File: config.mk
export PLATFORM = sky130hd
export DESIGN_NAME = bbc_core
export DESIGN_NICKNAME = d
export VERILOG_FILES = /design/src/sv/bbc_pkg.sv /design/src/sv/bbc_core.sv
export SDC_FILE = /design/constraint.sdc
export NUM_CORES = 1
export LEC_CHECK = 0
export BUFFER_PORTS_ARGS = -buffer_cell sky130_fd_sc_hd__buf_2
export CAP_MARGIN = 10
export CORE_MARGIN = 2
export CORE_UTILIZATION = 49
export DETAILED_ROUTE_END_ITERATION = 6
export PLACE_DENSITY = 0.82
export SETUP_SLACK_MARGIN = 0.5
export SLEW_MARGIN = 5
export SYNTH_ARGS = -nofsm -noshare
export SYNTH_HDL_FRONTEND = slang
export SYNTH_SLANG_ARGS = --single-unit
File: constraint.sdc
create_clock -name clk -period 3.6 [get_ports clk]
set_input_delay 0.72 -clock clk [delete_from_list [all_inputs] [get_ports clk]]
set_output_delay 0.72 -clock clk [all_outputs]
set_load 0.05 [all_outputs]
File: src/sv/bbc_pkg.sv
// Shared constants, codes and types for the bracket balance checker.
package bbc_pkg;

	localparam int STACK_DEPTH = 64;
	localparam int DEPTH_W     = $clog2(STACK_DEPTH + 1);
	localparam int ADDR_W      = (STACK_DEPTH > 1) ? $clog2(STACK_DEPTH) : 1;

	localparam logic [1:0] KIND_NONE    = 2'd0;
	localparam logic [1:0] KIND_BRACE   = 2'd1;
	localparam logic [1:0] KIND_PAREN   = 2'd2;
	localparam logic [1:0] KIND_BRACKET = 2'd3;

	localparam logic [2:0] ST_RUN   = 3'd0;
	localparam logic [2:0] ST_UNBAL = 3'd4;
	localparam logic [2:0] ST_BAL   = 3'd5;
	localparam logic [2:0] ST_OVF   = 3'd6;

	localparam logic [7:0] CH_LBRACE   = 8'd123;
	localparam logic [7:0] CH_RBRACE   = 8'd125;
	localparam logic [7:0] CH_LPAREN   = 8'd40;
	localparam logic [7:0] CH_RPAREN   = 8'd41;
	localparam logic [7:0] CH_LBRACKET = 8'd91;
	localparam logic [7:0] CH_RBRACKET = 8'd93;
	localparam logic [7:0] CH_SQUOTE   = 8'd39;
	localparam logic [7:0] CH_DQUOTE   = 8'd34;
	localparam logic [7:0] CH_BSLASH   = 8'd92;

	typedef struct packed {
		logic       push;
		logic       pop;
		logic       clear;
		logic [1:0] kind;
	} stk_cmd_t;

	typedef struct packed {
		logic [DEPTH_W-1:0] depth;
		logic [1:0]         top;
	} stk_stat_t;

	typedef struct packed {
		logic       echo_valid;
		logic [7:0] echo_byte;
		logic [2:0] status;
	} bbc_res_t;

endpackage

File: src/sv/bbc_core.sv
// Lexer mode register and the per-word decision logic.
module bbc_core
	import bbc_pkg::*;
(
	input  logic       clk,
	input  logic       arst_n,
	input  logic       en,
	input  logic [7:0] data_byte,
	input  logic       end_of_stream,
	input  stk_stat_t  stat,
	output stk_cmd_t   cmd,
	output bbc_res_t   res
);

	localparam logic [2:0] MODE_CODE    = 3'd0;
	localparam logic [2:0] MODE_STR     = 3'd1;
	localparam logic [2:0] MODE_STR_ESC = 3'd2;
	localparam logic [2:0] MODE_CHR     = 3'd3;
	localparam logic [2:0] MODE_CHR_ESC = 3'd4;
	localparam logic [2:0] MODE_HALT    = 3'd5;

	logic [2:0] mode_q;
	logic [2:0] mode_d;
	logic [1:0] open_k;
	logic [1:0] close_k;

	always_comb begin
		open_k  = KIND_NONE;
		close_k = KIND_NONE;
		case (data_byte)
			CH_LBRACE:   open_k  = KIND_BRACE;
			CH_LPAREN:   open_k  = KIND_PAREN;
			CH_LBRACKET: open_k  = KIND_BRACKET;
			CH_RBRACE:   close_k = KIND_BRACE;
			CH_RPAREN:   close_k = KIND_PAREN;
			CH_RBRACKET: close_k = KIND_BRACKET;
			default: ;
		endcase
	end

	always_comb begin
		mode_d         = mode_q;
		cmd            = '0;
		cmd.kind       = open_k;
		res.echo_valid = 1'b0;
		res.echo_byte  = '0;
		res.status     = ST_RUN;
		if (end_of_stream) begin
			cmd.clear = 1'b1;
			mode_d    = MODE_CODE;
			case (mode_q)
				MODE_HALT: res.status = ST_RUN;
				MODE_CODE: res.status = (stat.depth != '0) ? ST_UNBAL : ST_BAL;
				default:   res.status = ST_BAL;
			endcase
		end else begin
			case (mode_q)
				MODE_CODE: begin
					if (open_k != KIND_NONE) begin
						res.echo_valid = 1'b1;
						res.echo_byte  = data_byte;
						if (stat.depth >= DEPTH_W'(STACK_DEPTH)) begin
							res.status = ST_OVF;
							mode_d     = MODE_HALT;
						end else begin
							cmd.push = 1'b1;
						end
					end else if (close_k != KIND_NONE) begin
						if (stat.depth != '0 && stat.top == close_k) begin
							cmd.pop        = 1'b1;
							res.echo_valid = 1'b1;
							res.echo_byte  = data_byte;
						end else begin
							// A mismatch reports the closer's own kind code.
							res.status = {1'b0, close_k};
							mode_d     = MODE_HALT;
						end
					end else begin
						res.echo_valid = 1'b1;
						res.echo_byte  = data_byte;
						if (data_byte == CH_DQUOTE) begin
							mode_d = MODE_STR;
						end else if (data_byte == CH_SQUOTE) begin
							mode_d = MODE_CHR;
						end
					end
				end
				MODE_STR: begin
					res.echo_valid = 1'b1;
					res.echo_byte  = data_byte;
					if (data_byte == CH_BSLASH) begin
						mode_d = MODE_STR_ESC;
					end else if (data_byte == CH_DQUOTE) begin
						mode_d = MODE_CODE;
					end
				end
				MODE_STR_ESC: begin
					res.echo_valid = 1'b1;
					res.echo_byte  = data_byte;
					mode_d         = MODE_STR;
				end
				MODE_CHR: begin
					res.echo_valid = 1'b1;
					res.echo_byte  = data_byte;
					if (data_byte == CH_BSLASH) begin
						mode_d = MODE_CHR_ESC;
					end else if (data_byte == CH_SQUOTE) begin
						mode_d = MODE_CODE;
					end
				end
				MODE_CHR_ESC: begin
					res.echo_valid = 1'b1;
					res.echo_byte  = data_byte;
					mode_d         = MODE_CHR;
				end
				default: begin
					mode_d = MODE_HALT;
				end
			endcase
		end
	end

	always_ff @(posedge clk or negedge arst_n) begin
		if (!arst_n) begin
			mode_q <= MODE_CODE;
		end else if (en) begin
			mode_q <= mode_d;
		end
	end

endmodule

# Yosys cells after proc, flatten, opt, wreduce, memory -nomap -nowiden
# Index checks and enable logic that the tools add are counted.
totals:
  reg_bits: 3
  input_bits: 21
  out_inout_bits: 17
  wordCells: 63
classes:
  n_lt_le_gt_ge: 1
  n_eq_ne: 20
  n_mux: 34
  n_reduce_logical: 7
ops:
  columns: ["operator", "n"]
  rows:
  - ["2-to-1 mux 3 bit", 15]
  - ["== test 8 x 7 -> 1 bit, second input constant", 5]
  - ["== test 8 x 6 -> 1 bit, second input constant", 4]
  - ["2-to-1 mux 9 bit", 3]
  - ["case mux 9 bit (2 select lines)", 1]
  - ["case mux 3 bit (5 select lines)", 1]
  - ["2-to-1 mux 12 bit", 1]
  - ["inequality test 4 bit, second input constant", 3]
  - ["case mux 2 bit (3 select lines)", 2]
  - ["greater-or-equal comparator 7 bit, second input constant", 1]
  - ["2-to-1 mux 1 bit", 7]
  - ["nonzero test 7 bit", 1]
  - ["== test 3 x 2 -> 1 bit, second input constant", 2]
  - ["== test 3 bit, second input constant", 2]
  - ["2-to-1 mux 2 bit", 3]
  - ["inequality test 6 bit, second input constant", 1]
  - ["case mux 3 bit (2 select lines)", 1]
  - ["AND reduction 6 bit", 1]
  - ["inequality test 5 bit, second input constant", 1]
  - ["nonzero test 2 bit", 2]
  - ["OR reduction 4 bit", 1]
  - ["== test 3 x 1 -> 1 bit, second input constant", 1]
  - ["logical NOT 3 bit", 1]
  - ["== test 2 bit", 1]
  - ["logical AND 1 bit", 1]

# Longest topological paths before layout
# Gate-level depths: netlist of the first run.
depth:
  depth_word: 9
  ltp_mapped: 7
  depth_no_buf: 6

# Worst setup path after synthesis of the first run
# Ideal clock, no wire load.
synth_timing:
  path_type: "input port to output port"
  startpoint: "input port data_byte[1]"
  endpoint: "output port res[10] (netlist name)"
  t_arrival_ns: 3.220
  required_time_ns: 2.880
  path_slack_ns: -0.340
  path_stages: 7
  path_buffers: 1
  path_cell_list: "buf_4 or3b_4 nor2_2 xnor2_1 nand3_1 a21boi_1 and2_1"
synth_lines:
  columns: ["element", "line", "text"]
  rows:
  - ["start: declaration", "bbc_core.sv:8", "input logic [7:0] data_byte,"]
  - ["end: declaration", "bbc_core.sv:12", "output bbc_res_t res"]

==> results_dict.tcl, run 1 <==
set metrics [dict create \
    ir_worst_vdd_uv 178 \
    crit_end "res[4]" \
    hold_viol 0 \
    ioPinCount 38 \
    sw_frac_of_total 0.490 \
    grt_pass1_vias 870 \
    syn_area_per_cell_um2 7.90 \
    dp_hpwl_um 1750 \
    switching_power_mw 0.191 \
    grt_antenna_before_repair 0 \
    core-area_um2 1510 \
    totalNegativeSetupSlack_ps 0 \
    clockBufferDepth 2 \
    slowest_delay_ps 430 \
    rsz0062_at_grt "true" \
    synth_cells 100 \
    drc 0 \
    start_kind "primary input" \
    post-route-period-util 0.849 \
    grt_max_degree 14 \
    synth.cell_area_um2 790 \
    rrSetupSlack_ps 1470 \
    ant_nets 0 \
    maxCapViolations 0 \
    drt-total-wl_um 2500 \
    p_comb_frac 0.658 \
    r2r-end "mode_q[2]$_DFFE_PN0P_" \
    vias 929 \
    seqPwrFrac 0.183 \
    area_growth_pct 48.0 \
    wl_per_cell_um 16.6 \
    die-area_um2 1950 \
    dr.pass1.iters 4 \
    chipHeight_um 44.1 \
    yosysUniqueCellTypes 48 \
    dr.first_iter.drc_count 13 \
    min_period_ps 3060 \
    total_leakage_power_nw 0.514 \
    p_int_mw 0.199 \
    hold_buffers 0 \
    top_regs "mode_q (3)" \
    diodes 0 \
    initial_utilization 0.524 \
    global_route.usage.met2 0.450 \
    synth-seq-area-share 0.0951 \
    maxSlewViolCount 0 \
    r2r_cells 6 \
    max-slew-margin-rel 0.709 \
    cts_max_level 1 \
    arrival_ps 2340 \
    root_buffer "clkbuf_4" \
    final_util 0.776 \
    grt_usage 0.261 \
    crit_chain "buf_2 > or3b_4 > nor2_4 > xnor2_2 > nand3_4 > a21boi_4 > and2_4 > buf_8" \
    cp-startpoint "data_byte[7]" \
    busiest_layer "met2" \
    setup_viol 0 \
    hold_slack_ps 261 \
    hp-class "in2async" \
    ys_warn_count 0 \
    clkPwrFrac 0.159 \
    max_freq_ghz 0.327 \
    power.density_nw_per_um2 334 \
    critPathSlowestCell "or3b_4" \
    r2r_start "mode_q[1]$_DFFE_PN0P_" \
    setup_slack_ps 543 \
    ys_ff_latch 3 \
    finalClockSkew_ps 6.02 \
    clock_sinks 3 \
    num_rows 14 \
    die_w_um 44.1 \
    tightest_slew_ps 434 \
    clk_pin_slew_ps 40 \
    final_nets 156 \
    grt_pass1_wl_um 3890 \
    cts_tree "done" \
    clk_latency_ps 240 \
    layout-drive-gt1-share 0.575 \
    post-place-ws_ps 351 \
    crit_path_max_fanout 8 \
    crit_type "in2out" \
    cts-buffers-inserted 3 \
    gr-usage-met1 0.338 \
    grt_overflow 0 \
    largest_register_ffs 3 \
    cp-end-kind "output pin" \
    required_ps 2880 \
    syn-num-nets 121 \
    io_buffers 37 \
    globalplace.congestion 0.862 \
    status "finished, final reports clean" \
    p_total_mw 0.391 \
    gr-usage-met3 0.0204 \
    largest_register "mode_q" \
    vias_per_cell 6.19 \
]
## how the worst min path moves through the flow
stage	end	cells past startpoint	startpoint	slack (ps)
2_1_floorplan	mode_q[0]$_DFFE_PN0P_	0	arst_n	420
3_3_place_gp	mode_q[1]$_DFFE_PN0P_	1	arst_n	510
3_5_place_dp	mode_q[2]$_DFFE_PN0P_	1	arst_n	520
4_1_cts	mode_q[0]$_DFFE_PN0P_	1	arst_n	260
5_1_grt	mode_q[0]$_DFFE_PN0P_	1	arst_n	260
6_report	mode_q[0]$_DFFE_PN0P_	1	arst_n	260
## Yosys cell counts, drive strengths merged
library cell  number  share of area
and2               9          0.071
buf                8          0.073
nand2              7          0.033
nor2               7          0.036
nand3              5          0.032
nor3               5          0.032
o21ai              5          0.036
nor3b              4          0.051
nor4               4          0.032
a21oi              3          0.019
dfrtp              3          0.095
mux2               3          0.057
or3b               3          0.040
xor2               3          0.033
a21boi             2          0.019
a31oi              2          0.016
clkbuf             2         0.0095
nand4              2          0.016
nor4b              2          0.049
or2                2          0.019
or3                2          0.022
xnor2              2          0.022
and3               1         0.0079
and4b              1          0.013
and4bb             1          0.016
inv                1         0.0047
nand2b             1         0.0079
nand4b             1          0.011
nor2b              1         0.0079
o2111a             1          0.014
o211ai             1         0.0095
o21bai             1         0.0095
o311a              1          0.013
o311ai             1          0.033
o31a               1          0.011
o31ai              1          0.016
o32a               1          0.013
## cells by family after synthesis
logic type      synth area share
mux                       0.0570
flops                     0.0951
xor+xnor                  0.0555
simple gates               0.496
buf+inv                   0.0872
compound gates             0.209
## power groups by stage
| stage | combinational, mW | clock [mW] | sequential [mW] |
|---|---|---|---|
| floorplan | 0.225 | 0 | 0.0481 |
| global placement | 0.226 | 0 | 0.0716 |
| detailed placement | 0.232 | 0 | 0.0718 |
| CTS | 0.243 | 0.0623 | 0.0715 |
| global route | 0.275 | 0.0672 | 0.0756 |
| finish | 0.257 | 0.0622 | 0.0715 |
## layout make-up
cell class | count | area (um2)
clock buffers | 4 | 26.3
fillers | 114 | 338
inverters | 1 | 3.75
multi-input cells | 87 | 778
flip-flops and latches | 3 | 75.1
well taps | 16 | 20.0
repair buffers | 39 | 265
## per-layer routing
metal  part of all wire  vias up  routed length (um)
met3              0.067        2                 168
met2               0.51       48                1260
met5                  0        -                   0
li1                   -      439                   -
met1               0.42      440                1040
met4             0.0068        0                  17
## what timing repair did
action | in CTS | in global routing
endpoints found under the setup margin | 9 | 11
pin swaps | 2 | 9
gates resized for setup | 12 | 20
gates cloned | 1 | 0
setup buffers | 0 | 2
## per-stage QoR
stage | cell area, um2 | std cells
6_report | 1170 | 150
5_1_grt | 1170 | 150
4_1_cts | 1080 | 148
3_5_place_dp | 997 | 143
3_3_place_gp | 997 | 143
2_1_floorplan | 865 | 100
## worst max-delay path, delay by kind of cell
kind	cells	cell delay [ps]
compound gates	1	250
xor+xnor	1	150
buf+inv	2	290
simple gates	4	930
## cell usage in the layout (no fill, tap or decap), types with 2 or more instances in the layout
cell,instances
nand4_1,2
nor2_1,6
mux2_4,3
dfrtp_1,3
buf_8,5
a21boi_4,2
nand2_1,7
or3b_4,2
a31oi_1,2
clkbuf_4,5
buf_4,6
o21ai_0,3
nor3b_1,2
nor4_1,3
nor3_1,4
buf_2,26
and2_4,8
nor3b_2,2
xor2_1,2
nor4b_4,2
nand3_1,4
a21oi_1,2
No activity file was read; power rests on OpenSTA's default activity.
==> inputs of run 2 (changes only) <==
--- a/config.mk
+++ b/config.mk
@@ -8,9 +8,9 @@
 export BUFFER_PORTS_ARGS = -buffer_cell sky130_fd_sc_hd__buf_2
 export CAP_MARGIN = 10
 export CORE_MARGIN = 2
-export CORE_UTILIZATION = 49
+export CORE_UTILIZATION = 46
 export DETAILED_ROUTE_END_ITERATION = 6
-export PLACE_DENSITY = 0.82
+export PLACE_DENSITY = 0.78
 export SETUP_SLACK_MARGIN = 0.5
 export SLEW_MARGIN = 5
 export SYNTH_ARGS = -nofsm -noshare
==> constraint.sdc (replaced) <==
create_clock -name clk -period 2.96 [get_ports clk]
set_input_delay 0.592 -clock clk [delete_from_list [all_inputs] [get_ports clk]]
set_output_delay 0.592 -clock clk [all_outputs]
set_load 0.05 [all_outputs]
==> results_dict.tcl, run 2 <==
set metrics [dict create \
    status "stopped before the end" \
    stop_stage "5_1_grt" \
    tool.error "[ERROR GRT-0232] Routing congestion too high. Check the congestion heatmap in the GUI." \
    ioPinCount 38 \
    ys_ff_latch 3 \
    chipHeight_um 45.4 \
    root_buffer "clkbuf_4" \
    synth.cell_area_um2 790 \
    io_buffers 37 \
    yosysUniqueCellTypes 48 \
    post-place-ws_ps 72.5 \
    clock_sinks 3 \
    ys_warn_count 0 \
    globalplace.congestion 0.774 \
    yosysTopAreaCell "dfrtp_1" \
    grt-worst-endpoint "res[4]" \
    synthMostInstantiatedCell "and2_1" \
    clockBufferDepth 2 \
    synthXorXnorAreaFrac 0.0555 \
    cts_max_level 1 \
    synth-seq-area-share 0.0951 \
    synth_cells 100 \
    syn-num-nets 121 \
    synth_ff_type "dfrtp_1" \
    cts-buffers-inserted 3 \
    async_flop_share 1.00 \
    grt_usage 0.633 \
    grt_overflow 8 \
    num_rows 14 \
    synth_top_area_frac 0.0951 \
    syn_area_per_cell_um2 7.90 \
    die_w_um 45.4 \
    hold_buffers 0 \
    initial_utilization 0.506 \
    synth-compound-area-share 0.209 \
    synth-adder-area-share 0 \
    grt_max_degree 13 \
    dp_hpwl_um 1760 \
    muxShareOfSynthArea 0.0571 \
    synth_top_family_by_area "simple AND/OR/NAND/NOR gates" \
    synth_edf_count 0 \
    ys_top_cells_by_count "9 x and2_1, 7 x nand2_1, 6 x nor2_1, 5 x nand3_1, 5 x nor3_1" \
    worst-endpoint-pin-kind "output port" \
    ys_top_cells_by_area "dfrtp_1 9.5%, and2_1 7.1%, mux2_4 5.7%" \
    synth_simple_gate_area_frac 0.496 \
]
[run 2: cell counts after synthesis]
No cell type changed its count.
[run 2: cells by family after synthesis]
| kind of cell | Yosys count |
|---|---|
| AO/OA/AOI/OAI | 20 |
| XOR/XNOR | 5 |
| buffers and inverters | 11 |
| flip-flops | 3 |
| multiplexers | 3 |
| AND/OR/NAND/NOR | 58 |
[run 2: per-stage QoR]
step | util | instance area, um2 | std cells
floorplan | - | 880 | 100
global placement | 0.673 | 1050 | 148
CTS | 0.866 | 1350 | 162
detailed placement | 0.673 | 1050 | 148
[run 2: repair_timing]
item,4_1_cts
resized for setup,54
gates cloned,1
pin swaps,18
setup endpoints to repair,14
buffers inserted,9
[run 2: layer usage]
| metal | GRT usage | GRT overflow |
|---|---|---|
| met1 | 0.638 | 1 |
| met2 | 0.876 | 6 |
| met3 | 0.321 | 0 |
| met4 | 0.706 | 1 |
| met5 | 0 | 0 |
==> inputs of run 3 (changes only) <==
--- a/config.mk
+++ b/config.mk
@@ -7,11 +7,10 @@
 export LEC_CHECK = 0
 export BUFFER_PORTS_ARGS = -buffer_cell sky130_fd_sc_hd__buf_2
 export CAP_MARGIN = 10
-export CORE_MARGIN = 2
-export CORE_UTILIZATION = 46
+export CORE_AREA = 2 2 63 65
 export DETAILED_ROUTE_END_ITERATION = 6
-export PLACE_DENSITY = 0.78
-export SETUP_SLACK_MARGIN = 0.5
+export DIE_AREA = 0 0 65 67
+export PLACE_DENSITY_LB_ADDON = 0.15
 export SLEW_MARGIN = 5
 export SYNTH_ARGS = -nofsm -noshare
 export SYNTH_HDL_FRONTEND = slang
==> results_dict.tcl, run 3 (same netlist as run 1, synthesis figures left out) <==
set metrics [dict create \
    status "finished, final reports clean" \
    ioPinCount 38 \
    cp-end-kind "output pin" \
    largest_register "mode_q" \
    ant_nets 0 \
    power.density_nw_per_um2 440 \
    dr.first_iter.drc_count 12 \
    cp-startpoint "data_byte[7]" \
    vias_per_cell 4.70 \
    chipHeight_um 67 \
    maxCapViolations 0 \
    r2r_cells 6 \
    clk_pin_slew_ps 30 \
    clockBufferDepth 2 \
    die-area_um2 4360 \
    crit_chain "buf_2 > or3b_4 > nor2_4 > xnor2_2 > nand3_2 > a21boi_4 > and2_4 > buf_2" \
    drc 0 \
    maxSlewViolCount 0 \
    clock_sinks 3 \
    layout_commonest_cell "buf_2" \
    post-route-period-util 0.958 \
    io_buffers 37 \
    cts-buffers-inserted 3 \
    setup_viol 0 \
    total_leakage_power_nw 0.526 \
    die_w_um 65 \
    initial_utilization 0.219 \
    crit_path_max_fanout 9 \
    cts_max_level 1 \
    arrival_ps 2240 \
    grt_pass1_wl_um 3930 \
    root_buffer "clkbuf_8" \
    ir_worst_vdd_uv 98.7 \
    max_freq_ghz 0.353 \
    hold_viol 0 \
    slowest_delay_ps 430 \
    postCtsSetupBuffers 0 \
    crit_type "in2out" \
    stdcell_count 188 \
    drt-total-wl_um 2440 \
    critPathSlowestCell "or3b_4" \
    dr.pass1.iters 4 \
    mostFrequentLayoutCells "36 x buf_2, 9 x buf_4, 8 x and2_4, 7 x nand2_1, 6 x nor2_1" \
    post-place-ws_ps 98.0 \
    finalClockSkew_ps 1.92 \
    r2r-end "mode_q[1]$_DFFE_PN0P_" \
    hold_buffers 0 \
    max-slew-margin-rel 0.767 \
    stdcell_area_um2 1170 \
    layout-drive-gt1-share 0.564 \
    rsz0062_at_grt "false" \
    grt_pass1_vias 848 \
    setup_slack_ps 125 \
    tightest_slew_ps 349 \
    core-area_um2 3610 \
    cts_tree "done" \
    dp_hpwl_um 2050 \
    min_period_ps 2830 \
    start_kind "primary input" \
    grt_overflow 0 \
    r2r_start "mode_q[0]$_DFFE_PN0P_" \
    grt_max_degree 13 \
    grt_antenna_before_repair 0 \
    totalNegativeSetupSlack_ps 0 \
    globalplace.congestion 0.737 \
    clk_latency_ps 210 \
    path_common_cell "buf_2" \
    diodes 0 \
    dp.cells 184 \
    required_ps 2370 \
    grt_usage 0.112 \
    num_rows 22 \
    crit_end "res[3]" \
    top_regs "mode_q (3)" \
    area_growth_pct 48.2 \
    dpl-instance-area_um2 1100 \
    largest_register_ffs 3 \
    rrSetupSlack_ps 860 \
    hp-class "in2async" \
    hold_slack_ps 165 \
    wl_per_cell_um 13.0 \
    final_nets 162 \
    vias 883 \
]
[run 3: worst max-delay path, delay by kind of cell]
| family | cells | cell delay, ps |
|---|---|---|
| AO/OA/AOI/OAI | 1 | 270 |
| XOR/XNOR | 1 | 130 |
| buffers and inverters | 2 | 390 |
| AND/OR/NAND/NOR | 4 | 860 |
[run 3: per-layer routing]
layer | vias to the layer above | GRT usage | share of wire
li1 | 454 | - | -
met1 | 415 | 0.147 | 0.46
met2 | 14 | 0.207 | 0.52
met3 | 0 | 0 | 0.023
met4 | 0 | 0.0239 | 0
met5 | - | 0 | 0
[run 3: area by class of cell]
cell class / instances / area, um2
multi-input combinational: 86 / 731
sequential: 3 / 75.1
clock buffer: 4 / 45.0
inverter: 1 / 3.75
fill: 403 / 2440
timing repair buffer: 46 / 255
tap: 48 / 60.1
[run 3: worst min path at each step]
stage               depth (start not counted)                    end  slack (ps)   start
finish                                      1  mode_q[0]$_DFFE_PN0P_         160  arst_n
global route                                1  mode_q[0]$_DFFE_PN0P_         170  arst_n
CTS                                         1  mode_q[0]$_DFFE_PN0P_         160  arst_n
detailed placement                          1  mode_q[1]$_DFFE_PN0P_         390  arst_n
global placement                            1  mode_q[1]$_DFFE_PN0P_         390  arst_n
floorplan                                   0  mode_q[0]$_DFFE_PN0P_         300  arst_n
[run 3: power breakdown]
part           internal [mW]  switching (mW)  leakage, nW
combinational          0.141           0.180        0.464
sequential            0.0546          0.0198       0.0393
clock                 0.0919          0.0271       0.0228
[run 3: repair_timing]
item,4_1_cts,5_1_grt
endpoints found under the setup margin,0,6
resized for setup,0,3
hold endpoints to repair,0,0
[run 3: stage by stage]
| stage | utilization | total power [mW] |
|---|---|---|
| 6_report | 0.324 | 0.515 |
| 5_1_grt | 0.324 | 0.557 |
| 4_1_cts | 0.319 | 0.520 |
| 3_5_place_dp | 0.306 | 0.395 |
| 3_3_place_gp | 0.306 | 0.399 |
| 2_1_floorplan | - | 0.331 |
